File: src/design/cbm_pkg.sv
`timescale 1ns / 1ps
// ----------------------------------------------------------------------------
// cbm_pkg
// Shared types, constants and controller/datapath interface structs for the
// cartridge bank mapper.
// ----------------------------------------------------------------------------
package cbm_pkg;

  // storage and field widths
  localparam int RAM_BYTES_DEF  = 131072;
  localparam int ROM_BANK_BYTES = 16384;
  localparam int ROM_OFF_W      = $clog2(ROM_BANK_BYTES);
  localparam int RAM_OFF_W      = 13;
  localparam int ADDR_W         = 15;
  localparam int DATA_W         = 8;
  localparam int ROM_ADDR_W     = 23;
  localparam int BANK_W         = 9;
  localparam int RAM_SEL_W      = 8;
  localparam int RAM_LOC_W      = RAM_SEL_W + RAM_OFF_W;
  localparam int MBC2_OFF_W     = 9;

  // remainder unit widths
  localparam int QUOT_W = 13;
  localparam int REM_W  = 18;

  // config register widths
  localparam int KIND_W    = 3;
  localparam int ROM_TOT_W = 10;
  localparam int RAM_TOT_W = 5;
  localparam int RAM_LEN_W = 18;

  // mapper kinds
  localparam logic [KIND_W-1:0] KIND_NONE = 3'd0;
  localparam logic [KIND_W-1:0] KIND_MBC1 = 3'd1;
  localparam logic [KIND_W-1:0] KIND_MBC2 = 3'd2;
  localparam logic [KIND_W-1:0] KIND_MBC3 = 3'd3;
  localparam logic [KIND_W-1:0] KIND_MBC5 = 3'd4;

  // register indexes
  localparam logic [1:0] REG_MAPPER_KIND  = 2'd0;
  localparam logic [1:0] REG_ROM_BANK_TOT = 2'd1;
  localparam logic [1:0] REG_RAM_BANK_TOT = 2'd2;
  localparam logic [1:0] REG_RAM_BYTE_LEN = 2'd3;

  // rom area write regions, address bits 14:13
  localparam logic [1:0] REGION_ENABLE = 2'd0;
  localparam logic [1:0] REGION_ROMSEL = 2'd1;
  localparam logic [1:0] REGION_RAMSEL = 2'd2;
  localparam logic [1:0] REGION_MODE   = 2'd3;

  localparam logic [3:0]        RAM_ENABLE_KEY = 4'hA;
  localparam logic [DATA_W-1:0] NIBBLE_FILL    = 8'hF0;
  localparam logic [DATA_W-1:0] ABSENT_BYTE    = 8'hFF;

  typedef enum logic [1:0] {
    CMD_ROM_READ  = 2'd0,
    CMD_ROM_WRITE = 2'd1,
    CMD_RAM_READ  = 2'd2,
    CMD_RAM_WRITE = 2'd3
  } cmd_e;

  typedef struct packed {
    logic [KIND_W-1:0]    mapper_kind;
    logic [ROM_TOT_W-1:0] rom_bank_total;
    logic [RAM_TOT_W-1:0] ram_bank_total;
    logic [RAM_LEN_W-1:0] ram_byte_length;
  } cfg_t;

  typedef struct packed {
    logic latch;
    logic div_start;
    logic apply;
    logic load;
  } dp_cmd_t;

  typedef struct packed {
    logic need_div;
    logic div_busy;
  } dp_status_t;

endpackage

File: src/design/cbm_ctrl.sv
`timescale 1ns / 1ps
// ----------------------------------------------------------------------------
// cbm_ctrl
// Sequencer of the cartridge bank mapper: takes a request, runs the
// remainder unit when needed, applies the access and hands over the result.
// ----------------------------------------------------------------------------
module cbm_ctrl (
  input  logic                clk_i,
  input  logic                rst_ni,
  input  logic                in_valid_i,
  output logic                in_stall_o,
  output logic                out_valid_o,
  input  logic                out_stall_i,
  input  cbm_pkg::dp_status_t status_i,
  output cbm_pkg::dp_cmd_t    cmd_o
);
  import cbm_pkg::*;

  typedef enum logic [2:0] {
    ST_IDLE,
    ST_PREP,
    ST_DIV,
    ST_APPLY,
    ST_RESULT
  } state_e;

  state_e state_q, state_d;
  logic   out_valid_q, out_valid_d;
  logic   out_free;

  assign out_free = !out_valid_q || !out_stall_i;

  // next state and datapath commands
  always_comb begin
    state_d = state_q;
    cmd_o   = '0;
    unique case (state_q)
      ST_IDLE: begin
        if (in_valid_i) begin
          cmd_o.latch = 1'b1;
          state_d     = ST_PREP;
        end
      end
      ST_PREP: begin
        cmd_o.div_start = status_i.need_div;
        state_d         = status_i.need_div ? ST_DIV : ST_APPLY;
      end
      ST_DIV: begin
        if (!status_i.div_busy) begin
          state_d = ST_APPLY;
        end
      end
      ST_APPLY: begin
        cmd_o.apply = 1'b1;
        state_d     = ST_RESULT;
      end
      ST_RESULT: begin
        if (out_free) begin
          cmd_o.load = 1'b1;
          state_d    = ST_IDLE;
        end
      end
      default: state_d = ST_IDLE;
    endcase
    out_valid_d = cmd_o.load || (out_valid_q && out_stall_i);
  end

  // state and output valid
  always_ff @(posedge clk_i or negedge rst_ni) begin
    if (!rst_ni) begin
      state_q     <= ST_IDLE;
      out_valid_q <= 1'b0;
    end else begin
      state_q     <= state_d;
      out_valid_q <= out_valid_d;
    end
  end

  assign in_stall_o  = (state_q != ST_IDLE);
  assign out_valid_o = out_valid_q;

endmodule

File: config.mk
export PLATFORM = sky130hd
export DESIGN_NAME = cbm_ctrl
export DESIGN_NICKNAME = d
export VERILOG_FILES = /design/src/design/cbm_pkg.sv /design/src/design/cbm_ctrl.sv
export SDC_FILE = /design/constraint.sdc
export NUM_CORES = 1
export LEC_CHECK = 0
export ABC_CLOCK_PERIOD_IN_PS = 1300
export BUFFER_PORTS_ARGS = -buffer_cell sky130_fd_sc_hd__buf_2
export CAP_MARGIN = 20
export CORE_AREA = 5 5 42 44
export CTS_CLUSTER_DIAMETER = 100
export DETAILED_ROUTE_END_ITERATION = 10
export DIE_AREA = 0 0 47 49
export GPL_TIMING_DRIVEN = 0
export MAX_ROUTING_LAYER = met4
export PLACE_DENSITY = 0.47
export SKIP_LAST_GASP = 1
export SYNTH_ARGS = -nofsm -noshare
export SYNTH_HDL_FRONTEND = slang
export SYNTH_SLANG_ARGS = --single-unit
File: constraint.sdc
create_clock -name clk_i -period 1.3 [get_ports clk_i]
set_clock_uncertainty 0.15 [all_clocks]
set_input_delay 0.13 -clock clk_i [delete_from_list [all_inputs] [get_ports clk_i]]
set_output_delay 0.13 -clock clk_i [all_outputs]
set_load 0.01 [all_outputs]
==> flow_summary_export.csv, run 1 <==
group,metric,value,unit
worst_setup_path,worst_setup_path_start_kind,"flop",
timing,period_needed,1.57,ns
placed_design,gpl.final_weighted_congestion,0.661,
route,ant_nets,0,
yosys,ys_seq_area_share,46.0,%
yosys,synth.ff_latch_count,4,
timing,slew_viol_final,0,
worst_setup_path,timing.critical_path.fanout_max,4,
timing,fin_hold_ws,0.0543,ns
floorplanning,io_pins,12,
min_path,min_delay_path_depth,3,
worst_setup_path,arrival_worst_endpoint,1.29,ns
min_path,hold_end,"out_valid_o",
power_and_ir_drop,peak_ir_drop_on_the_vdd_network,0.944,mV
route,vias,228,
timing,fin_setup_tns,-1.23,ns
grt,number_of_antenna_violations_at_the_first_check_in_global_routing,0,
floorplanning,die_x,47,um
placed_design,placed_cells_incl_taps,48,
finish,drive_above_1_share,64.4,%
route,first_pass_iters,2,
yosys,synth.distinct_cells,14,
run,cap_violations,0,
worst_setup_path,setup.worst_path.end_class,"primary output",
timing,grt_setup_unrepaired,"true",
route,routed_via_density,3.74,
run_status,outcome,"finished with violations",
clock_network,cts_root_buffer,"sky130_fd_sc_hd__clkbuf_4",
timing,setup_slack,-0.273,ns
power_and_ir_drop,post-layout-total-power,1.01,mW
power_and_ir_drop,power_switching_share,32.9,%
floorplanning,die-height,49,um
yosys,synthesis.area_per_instance,10.4,um^2
finish,final_core_occ,30.1,%
timing,period_share,121,%
clock_network,clock_latency,0.23,ns
route,drcViolationCount,0,
min_path,hold_class,"in -> reg",
power_and_ir_drop,pwr-share-clk,14.5,%
power_and_ir_drop,power_leakage,0.219,nW
timing,worstMarginPinSlew,0.158,ns
min_path,min-delay-start,"out_stall_i",
finish,filler_cell_count,157,
timing,timing.final.setup_violations,7,
finish,areaGrowthSynthToFinish,93.7,%
floorplanning,placementRows,14,
worst_setup_path,reg2reg_slack,-0.15,ns
route,initialDrtViolationCount,1,
floorplanning,initial_core_util,15.5,%
power_and_ir_drop,pwr_density_cell,2390,mW/mm^2
run_status,failed_checks,"setup timing",
yosys,synth_cells,21,
finish,final_net_count,53,
route,routed_wire_length_per_instance,8.95,um
power_and_ir_drop,seq_power_share,25.3,%
clock_network,cts_htree_levels,1,
power_and_ir_drop,internal_power,676,uW
worst_setup_path,worst_r2r_path_depth,5,
worst_setup_path,rr_endpoint,"state_q[0]",
grt,grtUsageTotal,5.50,%
clock_network,cts_tree,"done",
clock_network,tritoncts_num_sinks,4,
floorplanning,design.die.area,0.00230,mm^2
finish,final_cell_count_no_fill,61,
grt,grt_start_max_net_pins,7,
clock_network,clk_path_buf_depth,2,
timing,max_clock_freq,636,MHz
power_and_ir_drop,power.combinational.fraction,60.2,%
timing,maxSlewHeadroom,89.4,%
grt,grt_residual_overflow,0,
worst_setup_path,crit-reg2reg-launch,"state_q[1]",
floorplanning,core_area,0.00140,mm^2
grt,number_of_global_route_vias_before_repair,239,
placed_design,placement.io_buffers,11,
worst_setup_path,required,1.02,ns
power_and_ir_drop,total_switching_power,332,uW
yosys,yosysWarningCount,0,
grt,grt_first_pass_wirelength,876,um
timing,count_of_endpoints_failing_hold_in_the_final_timing_report,0,
yosys,mappedNetlistArea,218,um^2
route,postRouteWirelength,546,um
clock_network,cts.reportedPaths.clkPinSlew,0.04,ns
finish,insertedDiodeCount,0,
yosys,synth_fp_nets,27,
worst_setup_path,criticalPathCategory,"reg -> out",
clock_network,cts_made_buffers,3,
-- per-layer routing --
metal	share of wire [%]	global-route usage [%]
met1	36	4.66
met2	63	9.05
met3	1.1	1.11
met4	0	5.53
met5	0	-
-- synth_stat cells --
cell type | instances | share of area (%)
sky130_fd_sc_hd__a21oi_2 | 1 | 4.0
sky130_fd_sc_hd__and3b_1 | 1 | 4.0
sky130_fd_sc_hd__and4bb_2 | 1 | 5.7
sky130_fd_sc_hd__dfrtp_1 | 4 | 46
sky130_fd_sc_hd__inv_1 | 2 | 3.4
sky130_fd_sc_hd__nand2_1 | 2 | 3.4
sky130_fd_sc_hd__nor2_1 | 2 | 3.4
sky130_fd_sc_hd__nor2b_1 | 2 | 5.7
sky130_fd_sc_hd__o21ai_0 | 1 | 2.3
sky130_fd_sc_hd__o21bai_2 | 1 | 5.2
sky130_fd_sc_hd__o311a_1 | 1 | 4.6
sky130_fd_sc_hd__or3_1 | 1 | 2.9
sky130_fd_sc_hd__or3b_4 | 1 | 5.2
sky130_fd_sc_hd__xnor2_1 | 1 | 4.0
-- final cells by class --
class	count	area [um^2]	area share (%)
flip-flops and latches	4	101	24.0
well taps	16	20.0	4.75
inverters	2	7.51	1.78
repair buffers	21	150	35.6
clock buffers	3	22.5	5.34
multi-input cells	15	120	28.5
-- how the worst max path moves through the flow --
stage          slack, ns       end  cells past startpoint        from
2_1_floorplan       0.02  cmd_o[3]                      2  state_q[0]
3_3_place_gp       -0.07  cmd_o[0]                      3  state_q[0]
3_5_place_dp       -0.07  cmd_o[0]                      3  state_q[0]
4_1_cts            -0.28  cmd_o[0]                      3  state_q[0]
5_1_grt            -0.32  cmd_o[0]                      3  state_q[1]
6_report           -0.27  cmd_o[0]                      3  state_q[1]
-- through the flow --
step / worst slack [ns] / cell area, um^2
floorplan: 0.0160 / 220
global placement: -0.0673 / 295
detailed placement: -0.0710 / 295
CTS: -0.281 / 392
global route: -0.320 / 422
finish: -0.273 / 422
-- power by group through the flow --
| stage | Combinational, mW | Sequential (mW) | Clock (mW) |
|---|---|---|---|
| after floorplan | 0.220 | 0.260 | 0 |
| after global placement | 0.329 | 0.270 | 0 |
| after detailed placement | 0.329 | 0.272 | 0 |
| after CTS | 0.532 | 0.257 | 0.156 |
| after global routing | 0.659 | 0.264 | 0.157 |
| final | 0.607 | 0.255 | 0.146 |
-- placed cells by master, fill, tap and decap left out, types with 2 or more instances in the layout --
cell type	Yosys	final
sky130_fd_sc_hd__nor2b_1	2	2
sky130_fd_sc_hd__clkbuf_4	0	3
sky130_fd_sc_hd__buf_4	0	6
sky130_fd_sc_hd__buf_2	0	10
sky130_fd_sc_hd__nand2_1	2	2
sky130_fd_sc_hd__inv_1	2	2
sky130_fd_sc_hd__buf_6	0	4
sky130_fd_sc_hd__dfrtp_1	4	3
-- what timing repair did --
item | 4_1_cts | 5_1_grt
hold buffers | 1 | 0
endpoints found under the hold margin | 4 | 0
pin swaps | 1 | 3
gates resized for setup | 5 | 2
setup endpoints to repair | 5 | 7
buffers inserted | 6 | 4
-- flip-flops by register name, indices dropped and copies added (netlist names) --
signal and cells:
out_valid_o 1, state_q 3
-- cell families (layout without fill, tap and decap cells) --
family                 count (synthesis)  count (layout)  share of synthesized area [%]
AND/OR/NAND/NOR                       10              10                           30.5
AO/OA/AOI/OAI                          4               4                           16.1
flip-flops                             4               4                           46.0
buffers and inverters                  2              26                           3.45
XOR/XNOR                               1               1                           4.02
-- worst max-delay path, stage by stage (launching register included) --
cell and delay, ns:
sky130_fd_sc_hd__dfrtp_2 0.42, sky130_fd_sc_hd__or3b_4 0.42, sky130_fd_sc_hd__a21oi_2 0.10, sky130_fd_sc_hd__buf_2 0.13
Power figures use the tool's default switching activity.
==> inputs of run 2 (changes only) <==
PLACE_DENSITY = default   (was 0.47)
==> flow_summary_export.csv, run 2 (same netlist as run 1, synthesis figures left out) <==
group,metric,value,unit
run_status,failed_checks,"setup timing",
finish,insertedDiodeCount,0,
timing,fin_setup_tns,-0.868,ns
finish,final_cell_count_no_fill,57,
floorplanning,io_pins,12,
route,ant_nets,0,
placed_design,placed_cells_incl_taps,48,
grt,number_of_global_route_vias_before_repair,246,
finish,design_area,380,um^2
timing,setup_slack,-0.248,ns
power_and_ir_drop,pwr-share-clk,17.0,%
grt,grt_first_pass_wirelength,931,um
finish,largest_register_ffs,3,
timing,max_clock_freq,646,MHz
run_status,outcome,"finished with violations",
route,postRouteWirelength,526,um
clock_network,cts_made_buffers,3,
clock_network,cts_htree_levels,1,
timing,slew_viol_final,0,
worst_setup_path,timing.critical_path.fanout_max,5,
route,routed_via_density,3.82,
finish,areaGrowthSynthToFinish,74.7,%
power_and_ir_drop,post-layout-total-power,879,uW
grt,number_of_antenna_violations_at_the_first_check_in_global_routing,0,
timing,period_share,119,%
floorplanning,placementRows,14,
clock_network,cts.reportedPaths.clkPinSlew,0.04,ns
power_and_ir_drop,total_switching_power,301,uW
clock_network,clock_latency,0.23,ns
finish,final_core_occ,27.1,%
clock_network,tritoncts_num_sinks,4,
grt,grt_start_max_net_pins,7,
worst_setup_path,setup.worst_path.end_class,"primary output",
power_and_ir_drop,power_switching_share,34.3,%
route,initialDrtViolationCount,0,
grt,grt_residual_overflow,0,
placed_design,placement_stage_cell_area,295,um^2
route,vias,218,
min_path,hold_class,"in -> reg",
timing,period_needed,1.55,ns
clock_network,cts_tree,"done",
finish,drive_above_1_share,61.0,%
power_and_ir_drop,peak_ir_drop_on_the_vdd_network,0.476,mV
floorplanning,die-height,49,um
timing,worstMarginPinSlew,0.137,ns
finish,final_net_count,49,
route,first_pass_iters,1,
finish,filler_cell_count,162,
worst_setup_path,arrival_worst_endpoint,1.27,ns
placed_design,gpl.final_weighted_congestion,0.571,
timing,count_of_endpoints_failing_hold_in_the_final_timing_report,0,
power_and_ir_drop,internal_power,578,uW
placed_design,placement.io_buffers,11,
grt,grtUsageTotal,6.01,%
power_and_ir_drop,power_leakage,0.199,nW
power_and_ir_drop,pwr_density_cell,2310,mW/mm^2
clock_network,cts_root_buffer,"sky130_fd_sc_hd__clkbuf_4",
floorplanning,core_area,0.00140,mm^2
run,cap_violations,0,
worst_setup_path,criticalPathCategory,"reg -> out",
route,drcViolationCount,0,
power_and_ir_drop,seq_power_share,28.5,%
worst_setup_path,required,1.02,ns
finish,regMostFlops,"state_q",
placed_design,hpwlAfterDp,406,um
clock_network,clk_path_buf_depth,2,
timing,grt_setup_unrepaired,"true",
worst_setup_path,worst_setup_path_start_kind,"flop",
floorplanning,design.die.area,0.00230,mm^2
finish,final_cell_mix,"10 x sky130_fd_sc_hd__buf_2, 3 x sky130_fd_sc_hd__clkbuf_4, 3 x sky130_fd_sc_hd__dfrtp_1, 3 x sky130_fd_sc_hd__buf_6, 3 x sky130_fd_sc_hd__buf_4",
timing,fin_hold_ws,0.0170,ns
finish,final_common_cell,"sky130_fd_sc_hd__buf_2",
timing,timing.final.setup_violations,5,
route,routed_wire_length_per_instance,9.23,um
floorplanning,die_x,47,um
floorplanning,initial_core_util,15.5,%
power_and_ir_drop,power.combinational.fraction,54.5,%
timing,maxSlewHeadroom,90.8,%
placed_design,place_ws,-0.0774,ns
run 2: cell type report:
type	count	area (um^2)	area share, %
sequential	4	101	26.6
timing repair buffer	17	116	30.6
inverter	2	7.51	1.97
tap	16	20.0	5.26
clock buffer	3	22.5	5.92
multi-input combinational	15	113	29.6
run 2: layer usage:
metal  vias to the layer above  share of wire (%)  GRT usage [%]
li1                        113                  -              -
met1                       100                 34           5.78
met2                         5                 58           8.82
met3                         0                7.6           2.21
met4                         0                  0           5.53
met5                         -                  0              -
run 2: timing repair:
item	CTS	global route
pin swaps	2	2
cloned	0	0
gates resized for setup	4	1
endpoints found under the hold margin	4	0
hold buffers	1	0
setup buffers	4	2
endpoints found under the setup margin	5	7
run 2: worst max-delay path: stages, from the launching register on:
cell	delay (ns)
sky130_fd_sc_hd__dfrtp_2	0.42
sky130_fd_sc_hd__or3b_4	0.39
sky130_fd_sc_hd__a21oi_2	0.10
sky130_fd_sc_hd__buf_2	0.13
run 2: final timing paths:
| kind | start | to | slack (ns) | cells after the start |
|---|---|---|---|---|
| worst max-delay path | state_q[1] | cmd_o[0] | -0.25 | 3 |
| worst min-delay path | out_stall_i | out_valid_o | 0.02 | 3 |
| worst max register to register | state_q[1] | state_q[0] | 0.02 | 3 |
| worst min register to register | out_valid_o | out_valid_o | 0.40 | 2 |
| max in group asynchronous | rst_ni | state_q[1] | 0.79 | 2 |
| min in group asynchronous | rst_ni | state_q[1] | 0.08 | 2 |
run 2: power by group through the flow:
stage,combinational [mW],clock (mW),sequential [mW]
after global placement,0.326,0,0.267
after global routing,0.533,0.164,0.263
after floorplan,0.220,0,0.260
after CTS,0.467,0.158,0.254
final,0.479,0.150,0.250
after detailed placement,0.329,0,0.270
